### config.mk
export PLATFORM = sky130hd
export DESIGN_NAME = utf8_stream_validator
export DESIGN_NICKNAME = d
export VERILOG_FILES = /design/src/u8sv_pkg.sv /design/src/u8sv_front.sv /design/src/u8sv_queue.sv /design/src/u8sv_back.sv /design/src/utf8_stream_validator.sv
export SDC_FILE = /design/constraint.sdc
export NUM_CORES = 1
export LEC_CHECK = 0
export BUFFER_PORTS_ARGS = -buffer_cell sky130_fd_sc_hd__buf_2
export CAP_MARGIN = 25
export CORE_MARGIN = 4
export CORE_UTILIZATION = 50
export DETAILED_ROUTE_END_ITERATION = 16
export PLACE_DENSITY = 0.67
export SYNTH_ARGS = -nofsm -noshare
export SYNTH_HDL_FRONTEND = slang
export SYNTH_SLANG_ARGS = --single-unit
export TNS_END_PERCENT = 30
### constraint.sdc
create_clock -name clk_i -period 3.89 [get_ports clk_i]
set_input_delay 0.1945 -clock clk_i [delete_from_list [all_inputs] [get_ports clk_i]]
set_output_delay 0.1945 -clock clk_i [all_outputs]
set_load 0.02 [all_outputs]
### src/u8sv_pkg.sv
// Shared types and constants for the UTF-8 stream validator.
package u8sv_pkg;

  // Longest message the byte counters track before they saturate
  localparam int unsigned MaxMessageBytes = 65535;
  localparam int unsigned CountW = $clog2(MaxMessageBytes + 1);

  // Classifier queue depth between front and back
  localparam int unsigned QueueDepth = 2;
  localparam int unsigned QueuePtrW = (QueueDepth > 1) ? $clog2(QueueDepth) : 1;
  localparam int unsigned QueueCntW = $clog2(QueueDepth + 1);

  // Byte masks and patterns used by the classifier
  localparam logic [7:0] MaskTop2  = 8'hC0;
  localparam logic [7:0] MaskTop3  = 8'hE0;
  localparam logic [7:0] MaskTop4  = 8'hF0;
  localparam logic [7:0] MaskTop5  = 8'hF8;
  localparam logic [7:0] PatCont   = 8'h80;
  localparam logic [7:0] PatLead2  = 8'hC0;
  localparam logic [7:0] PatLead3  = 8'hE0;
  localparam logic [7:0] PatLead4  = 8'hF0;
  localparam logic [7:0] PatSurr   = 8'hA0;
  localparam logic [7:0] ByteC0    = 8'hC0;
  localparam logic [7:0] ByteC1    = 8'hC1;
  localparam logic [7:0] ByteE0    = 8'hE0;
  localparam logic [7:0] ByteED    = 8'hED;
  localparam logic [7:0] ByteF0    = 8'hF0;
  localparam logic [7:0] ByteF4    = 8'hF4;

  // Limit on the first continuation byte after certain leads
  typedef enum logic [1:0] {
    RULE_NONE = 2'd0,
    RULE_E0   = 2'd1,
    RULE_ED   = 2'd2,
    RULE_F0   = 2'd3
  } rule_e;

  // Byte class as seen with no sequence in progress
  typedef enum logic [2:0] {
    KIND_ASCII,
    KIND_CONT,
    KIND_LEAD2,
    KIND_LEAD3,
    KIND_LEAD4,
    KIND_BAD
  } kind_e;

  // Classified byte passed from front to back
  typedef struct packed {
    kind_e kind;
    rule_e rule;
    logic  is_cont;
    logic  viol_e0;
    logic  viol_ed;
    logic  viol_f0;
    logic  last;
  } byte_class_t;

endpackage

### src/u8sv_front.sv
// Front end: accepts bytes and classifies each one for the parser.
module u8sv_front import u8sv_pkg::*; (
  input  logic        in_valid_i,
  output logic        in_ready_o,
  input  logic [7:0]  data_byte_i,
  input  logic        last_byte_i,
  output logic        cls_valid_o,
  input  logic        cls_ready_i,
  output byte_class_t cls_o
);

  logic [7:0] b;

  assign b           = data_byte_i;
  assign in_ready_o  = cls_ready_i;
  assign cls_valid_o = in_valid_i;

  // Classify the byte and flag second-byte range violations
  always_comb begin
    cls_o         = '0;
    cls_o.kind    = KIND_BAD;
    cls_o.rule    = RULE_NONE;
    cls_o.last    = last_byte_i;
    cls_o.is_cont = ((b & MaskTop2) == PatCont);
    cls_o.viol_e0 = ((b & MaskTop3) == PatCont);
    cls_o.viol_ed = ((b & MaskTop3) == PatSurr);
    cls_o.viol_f0 = ((b & MaskTop4) == PatCont);
    if (!b[7]) begin
      cls_o.kind = KIND_ASCII;
    end else if ((b & MaskTop2) == PatCont) begin
      cls_o.kind = KIND_CONT;
    end else if ((b & MaskTop3) == PatLead2) begin
      cls_o.kind = (b == ByteC0 || b == ByteC1) ? KIND_BAD : KIND_LEAD2;
    end else if ((b & MaskTop4) == PatLead3) begin
      cls_o.kind = KIND_LEAD3;
      if (b == ByteE0) begin
        cls_o.rule = RULE_E0;
      end else if (b == ByteED) begin
        cls_o.rule = RULE_ED;
      end
    end else if ((b & MaskTop5) == PatLead4 && b <= ByteF4) begin
      cls_o.kind = KIND_LEAD4;
      if (b == ByteF0) begin
        cls_o.rule = RULE_F0;
      end
    end
  end

endmodule

### src/u8sv_queue.sv
// Short queue of classified bytes between front and back.
module u8sv_queue import u8sv_pkg::*; (
  input  logic        clk_i,
  input  logic        rst_ni,
  input  logic        push_valid_i,
  output logic        push_ready_o,
  input  byte_class_t push_data_i,
  output logic        pop_valid_o,
  input  logic        pop_ready_i,
  output byte_class_t pop_data_o
);

  byte_class_t            entry_q [QueueDepth];
  logic [QueuePtrW-1:0]   wr_ptr_q, wr_ptr_d;
  logic [QueuePtrW-1:0]   rd_ptr_q, rd_ptr_d;
  logic [QueueCntW-1:0]   count_q, count_d;
  logic                   push, pop;

  assign push_ready_o = (count_q != QueueCntW'(QueueDepth));
  assign pop_valid_o  = (count_q != '0);
  assign pop_data_o   = entry_q[rd_ptr_q];
  assign push         = push_valid_i && push_ready_o;
  assign pop          = pop_valid_o && pop_ready_i;

  // Advance pointers and occupancy
  always_comb begin
    wr_ptr_d = wr_ptr_q;
    rd_ptr_d = rd_ptr_q;
    count_d  = count_q;
    if (push) begin
      wr_ptr_d = (wr_ptr_q == QueuePtrW'(QueueDepth - 1)) ? '0 : wr_ptr_q + 1'b1;
    end
    if (pop) begin
      rd_ptr_d = (rd_ptr_q == QueuePtrW'(QueueDepth - 1)) ? '0 : rd_ptr_q + 1'b1;
    end
    if (push && !pop) begin
      count_d = count_q + 1'b1;
    end else if (pop && !push) begin
      count_d = count_q - 1'b1;
    end
  end

  always_ff @(posedge clk_i or negedge rst_ni) begin
    if (!rst_ni) begin
      wr_ptr_q <= '0;
      rd_ptr_q <= '0;
      count_q  <= '0;
    end else begin
      wr_ptr_q <= wr_ptr_d;
      rd_ptr_q <= rd_ptr_d;
      count_q  <= count_d;
    end
  end

  // Store the entry on push
  always_ff @(posedge clk_i) begin
    if (push) begin
      entry_q[wr_ptr_q] <= push_data_i;
    end
  end

endmodule

### src/u8sv_back.sv
// Back end: tracks sequence state and counts, and registers the verdict.
module u8sv_back import u8sv_pkg::*; (
  input  logic        clk_i,
  input  logic        rst_ni,
  input  logic        cls_valid_i,
  output logic        cls_ready_o,
  input  byte_class_t cls_i,
  output logic        out_valid_o,
  input  logic        out_ready_i,
  output logic        is_valid_o
);

  logic [1:0]        pending_q, pending_d;
  rule_e             rule_q, rule_d;
  logic              err_q, err_d;
  logic [CountW-1:0] total_q, total_d;
  logic [CountW-1:0] cont_q, cont_d;
  logic              out_valid_q, out_valid_d;
  logic              verdict_q, verdict_d;
  logic              take, rule_hit, verdict;

  // Stall only a final byte while an earlier verdict is still waiting
  assign cls_ready_o = !(cls_i.last && out_valid_q && !out_ready_i);
  assign take        = cls_valid_i && cls_ready_o;
  assign out_valid_o = out_valid_q;
  assign is_valid_o  = verdict_q;

  always_comb begin
    rule_hit = 1'b0;
    case (rule_q)
      RULE_E0: rule_hit = cls_i.viol_e0;
      RULE_ED: rule_hit = cls_i.viol_ed;
      RULE_F0: rule_hit = cls_i.viol_f0;
      default: rule_hit = 1'b0;
    endcase
  end

  // Update parse state and saturating counters for one byte
  always_comb begin
    pending_d   = pending_q;
    rule_d      = rule_q;
    err_d       = err_q;
    total_d     = (total_q >= CountW'(MaxMessageBytes)) ? total_q : total_q + 1'b1;
    cont_d      = cont_q;
    out_valid_d = out_valid_q && !out_ready_i;
    verdict_d   = verdict_q;
    if (cls_i.is_cont && cont_q < CountW'(MaxMessageBytes)) begin
      cont_d = cont_q + 1'b1;
    end
    if (err_q) begin
      // Only count after an error
    end else if (pending_q != '0) begin
      if (!cls_i.is_cont || rule_hit) begin
        err_d     = 1'b1;
        pending_d = '0;
        rule_d    = RULE_NONE;
      end else begin
        rule_d    = RULE_NONE;
        pending_d = pending_q - 1'b1;
      end
    end else begin
      case (cls_i.kind)
        KIND_ASCII: ;
        KIND_LEAD2: begin
          pending_d = 2'd1;
          rule_d    = RULE_NONE;
        end
        KIND_LEAD3: begin
          pending_d = 2'd2;
          rule_d    = cls_i.rule;
        end
        KIND_LEAD4: begin
          pending_d = 2'd3;
          rule_d    = cls_i.rule;
        end
        default: begin
          err_d     = 1'b1;
          pending_d = '0;
          rule_d    = RULE_NONE;
        end
      endcase
    end
    verdict = !err_d && (pending_d == '0) && (cont_d <= (total_d >> 1));
    // Emit the verdict and clear for the next message on a final byte
    if (cls_i.last) begin
      out_valid_d = 1'b1;
      verdict_d   = verdict;
      pending_d   = '0;
      rule_d      = RULE_NONE;
      err_d       = 1'b0;
      total_d     = '0;
      cont_d      = '0;
    end
  end

  always_ff @(posedge clk_i or negedge rst_ni) begin
    if (!rst_ni) begin
      pending_q   <= '0;
      rule_q      <= RULE_NONE;
      err_q       <= 1'b0;
      total_q     <= '0;
      cont_q      <= '0;
      out_valid_q <= 1'b0;
    end else if (take) begin
      pending_q   <= pending_d;
      rule_q      <= rule_d;
      err_q       <= err_d;
      total_q     <= total_d;
      cont_q      <= cont_d;
      out_valid_q <= out_valid_d;
    end else if (out_ready_i) begin
      out_valid_q <= 1'b0;
    end
  end

  // Hold the verdict payload until a new one arrives
  always_ff @(posedge clk_i) begin
    if (take) begin
      verdict_q <= verdict_d;
    end
  end

endmodule

### src/utf8_stream_validator.sv
// Top level of the UTF-8 stream validator.
//
// Usage: message bytes enter on the s_axis channel, one byte per transaction,
// with s_axis_tlast high on the final byte of each message. For every final
// byte one verdict leaves on the m_axis channel: m_axis_tdata[0] is 1 when
// the message is well-formed UTF-8 (valid leads, complete sequences, no
// overlong E0/F0 forms, no surrogates, no leads above F4) and its
// continuation bytes number at most half its length; otherwise it is 0.
// Non-final bytes produce no output transaction.
// The front end classifies each byte combinationally and the queue registers
// it; the back end registers the verdict when it takes the final byte from the
// queue, and the verdict then appears on m_axis. Throughput: one byte per cycle,
// unless a final byte is held back by a pending verdict or the queue is full.
// A two-entry queue separates the classifier from the parser. When the
// receiver stalls, non-final bytes keep flowing; a final byte waits in the
// queue until the pending verdict is taken, and s_axis_tready drops once the
// queue fills. Reset empties the queue, drops any pending verdict and clears
// the parser for a new message.
module utf8_stream_validator import u8sv_pkg::*; (
  input  logic       clk_i,
  input  logic       rst_ni,
  input  logic       s_axis_tvalid,
  output logic       s_axis_tready,
  input  logic [7:0] s_axis_tdata,  // [7:0] data_byte
  input  logic       s_axis_tlast,  // last_byte
  output logic       m_axis_tvalid,
  input  logic       m_axis_tready,
  output logic [7:0] m_axis_tdata   // [0] is_valid, [7:1] zero
);

  byte_class_t front_cls, back_cls;
  logic        front_valid, front_ready;
  logic        back_valid, back_ready;
  logic        is_valid;

  u8sv_front u_front (
    .in_valid_i  (s_axis_tvalid),
    .in_ready_o  (s_axis_tready),
    .data_byte_i (s_axis_tdata),
    .last_byte_i (s_axis_tlast),
    .cls_valid_o (front_valid),
    .cls_ready_i (front_ready),
    .cls_o       (front_cls)
  );

  u8sv_queue u_queue (
    .clk_i        (clk_i),
    .rst_ni       (rst_ni),
    .push_valid_i (front_valid),
    .push_ready_o (front_ready),
    .push_data_i  (front_cls),
    .pop_valid_o  (back_valid),
    .pop_ready_i  (back_ready),
    .pop_data_o   (back_cls)
  );

  u8sv_back u_back (
    .clk_i       (clk_i),
    .rst_ni      (rst_ni),
    .cls_valid_i (back_valid),
    .cls_ready_o (back_ready),
    .cls_i       (back_cls),
    .out_valid_o (m_axis_tvalid),
    .out_ready_i (m_axis_tready),
    .is_valid_o  (is_valid)
  );

  assign m_axis_tdata = {7'd0, is_valid};

endmodule

==> metrics.csv <==
stage;metric;value;unit
run_status;outcome;completed;
grt;grt_max_degree;43;
cells_and_area;ff_latch_area;0.00168;mm^2
place;finalWeightedCongestion;0.852;
sta;rsz0062_at_grt;false;
clock_network;clockBufferDepth;2;
sta;skew;7.83;ps
grt;grt_pass1_vias;3039;
cells_and_area;fill_cells;688;
synthesis;postSynthAreaPerCell;9.58;um^2
synthesis;synthSimpleGateAreaFrac;18.7;%
detailed_routing;viasPerCell;5.97;
synthesis;ys_ff_latch;63;
cells_and_area;num_antenna_cells;0;
grt;gr-usage-all-layers;18.8;%
synthesis;synth_top_family_by_area;compound AO/OA/AOI/OAI gates;
synthesis;synth_flop_cell;dfrtp_1;
place;portBuffers;15;
setup_path;cp-end-kind;register;
sta;fin_setup_tns;0;ps
setup_path;cp.required;4050;ps
power;p_int;1.83;mW
setup_path;worst-path-max-fanout;6;
sta;max_slew_margin;42.1;%
sta;fin_hold_ws;38.4;ps
power;seqPwrFrac;33.1;%
floorplanning;rows;32;
synthesis;yosysWarnings;0;
detailed_routing;drc;0;
clock_network;cts_inserted_buffers;9;
sta;worstMarginPinSlew;865;ps
power;peakVddDrop;0.322;mV
clock_network;clock-sinks;63;
synthesis;synth_edf_count;21;
clock_network;post_cts_buffers;0;
setup_path;worst-setup-path-type;reg2reg;
clock_network;cts_tree;built;
clock_network;cts-resized-gates;0;
cells_and_area;multi_input_area;0.00222;mm^2
power;leakage;1.90;nW
sta;min_period;3370;ps
sta;finalHoldViolCount;0;
detailed_routing;drtPass1Iterations;4;
floorplanning;coreArea;0.00785;mm^2
synthesis;synthMuxAreaShare;3.36;%
floorplanning;dieArea;0.00969;mm^2
clock_network;cts-root-buf;clkbuf_8;
clock_network;clk_pin_slew_worst_paths;70;ps
clock_network;cts_max_level;3;
cells_and_area;drive_gt1_share;13.3;%
cells_and_area;areaGrowthSynthToFinish;9.79;%
grt;overflow;0;
cells_and_area;final_common_cell;dfrtp_1;
synthesis;async_reset_ff_share;66.7;%
detailed_routing;finalWirelength;8890;um
place;dp_hpwl;6170;um
worst_hold_path;hold_path_class;in2reg;
grt;grt_pass1_wl;14900;um
synthesis;synth_compound_area_share;19.5;%
grt;antenna_found_initial;0;
setup_path;worstSetupStartpointType;register;
power;p_sw;1.16;mW
synthesis;synth-adder-area-share;5.81;%
power;powerDensity;667;mW/mm^2
cells_and_area;nets;469;
floorplanning;pin_count;23;
setup_path;cp_data_arrival_time;3530;ps
synthesis;synth_cell_types;67;
synthesis;seq_area_frac_synth;41.1;%
floorplanning;start_util;52.1;%
detailed_routing;wl_per_cell;16.3;um
synthesis;netlist_instances;427;
detailed_routing;drt_iter0_markers;112;
detailed_routing;ant_nets;0;
detailed_routing;routed-via-count;3246;
power;clkPwrFrac;25.7;%
power;swShare;38.7;%
clock_network;insertion_delay;340;ps
run;maxCapViolCount;0;
sta;setup_viol;0;
floorplanning;die_x;98.4;um
sta;fmax;297;MHz
power;p_comb_share;41.2;%
sta;fin_crit_sh;86.6;%
sta;slew_violations;0;
synthesis;synth_xor_area_share;6.21;%
cells_and_area;final_cell_mix;dfrtp_1, nand2_1, nor2_1;
synthesis;syn_area;0.00409;mm^2
floorplanning;die_h;98.4;um
==> sequential cells by signal (all words and copies together), names as in the netlist <==
register and count:
u_back.cont_q 16, u_back.err_q 1, u_back.is_valid_o 1, u_back.out_valid_o 1
u_back.pending_q 2, u_back.rule_q 2, u_back.total_q 16, u_queue.count_q 2
u_queue.entry_q 20, u_queue.rd_ptr_q 1, u_queue.wr_ptr_q 1
==> critical path, cell delays in order, from the launching register on <==
cell and delay [ps]:
dfrtp_1 400, ha_1 320, nand2_1 150, nor3_1 560, nand2_1 220, mux2_2 330
ha_1 270, nand4_1 120, or2_2 300, a31oi_1 190, o2111ai_1 130, nor4_1 180
==> Yosys cell counts (2+ instances only) <==
cell,instances,share of area [%]
a41oi_1,4,0.86
o2bb2ai_1,2,0.43
a22o_1,8,1.7
buf_2,9,1.1
xor2_1,14,3.0
a32o_1,4,0.98
a21oi_1,25,3.1
mux2_2,6,1.7
nor2b_1,2,0.31
a31oi_1,12,1.8
nand4_2,2,0.61
a211oi_1,3,0.55
and3_1,9,1.4
o31ai_1,7,1.3
nand2_1,35,3.2
o21ai_0,28,3.4
o22ai_1,2,0.31
clkbuf_1,7,0.64
edfxtp_1,21,15
a21o_1,5,0.92
inv_1,11,1.0
xnor2_1,15,3.2
dfrtp_1,42,26
buf_4,11,2.0
mux2i_1,7,1.7
or3_1,3,0.46
or2_2,3,0.46
nand4_1,6,0.92
nand3_1,19,2.3
nor4_1,4,0.61
and4_1,4,0.86
nand2b_1,5,0.76
nor3_1,6,0.73
and2_1,4,0.61
nor2_1,29,2.7
a31o_2,2,0.43
o211ai_1,3,0.55
ha_1,19,5.8
==> cell type report <==
type | count | area share (%)
Timing Repair Buffer | 22 | 3.34
Sequential cell | 63 | 37.4
Inverter | 11 | 0.919
Clock inverter | 7 | 3.23
Multi-Input combinational cell | 330 | 49.5
Clock buffer | 9 | 2.76
Tap cell | 102 | 2.84
==> routing by layer <==
metal	vias up	GRT usage, %	share of wire (%)
li1	1603	-	-
met1	1548	25.0	44
met2	82	30.7	49
met3	13	3.04	5.2
met4	0	7.25	1.9
met5	-	0	0
==> cell families (layout without fill, tap and decap cells) <==
logic type / count (synthesis) / in the layout
muxes: 13 / 13
AOI/OAI and AO/OA: 119 / 119
adders and majority gates: 19 / 19
xor gates and xnor gates: 29 / 29
and+or+nand+nor: 143 / 143
DFF: 63 / 63
buffers and inverters: 40 / 49
other: 1 / 7
==> power by group through the flow <==
stage / logic, mW / clock network, mW / registers (mW)
3_3_place_gp: 1.20 / 0 / 0.994
4_1_cts: 1.24 / 0.783 / 0.990
3_5_place_dp: 1.23 / 0 / 1.00
6_report: 1.23 / 0.768 / 0.991
5_1_grt: 1.39 / 0.813 / 1.01
2_1_floorplan: 1.01 / 0 / 0.945
==> final timing paths <==
kind | start | end | slack [ps] | depth (start not counted)
setup reg to reg | u_back.total_q[0]$_DFFE_PN0P_ | u_back.is_valid_o$_DFFE_PP_ | 520 | 11
hold reg to reg | u_queue.wr_ptr_q$_DFFE_PN0P_ | u_queue.wr_ptr_q$_DFFE_PN0P_ | 500 | 1
hold / removal | s_axis_tlast | u_queue.entry_q[0][0]$_DFFE_PP_ | 40 | 1
min in group asynchronous | rst_ni | u_back.cont_q[5]$_DFFE_PN0P_ | 360 | 2
max in group asynchronous | rst_ni | u_back.cont_q[12]$_DFFE_PN0P_ | 3020 | 3
setup / recovery | u_back.total_q[0]$_DFFE_PN0P_ | u_back.is_valid_o$_DFFE_PP_ | 520 | 11
==> per-stage QoR <==
stage               cell area (um^2)  total power [mW]  util [%]  worst slack (ps)  std cells
floorplan                       4110              1.95         -               869        433
global placement                4180              2.19      53.3               722        526
detailed placement              4180              2.23      53.3               632        526
CTS                             4450              3.01      56.7               585        542
global route                    4490              3.21      57.2               224        544
finish                          4490              2.99      57.2               521        544
==> what timing repair did <==
action / 4_1_cts / 5_1_grt
hold buffers: 0 / 1
hold endpoints to repair: 0 / 20
setup endpoints to repair: 0 / 0
(Power assumes the default switching activity.)
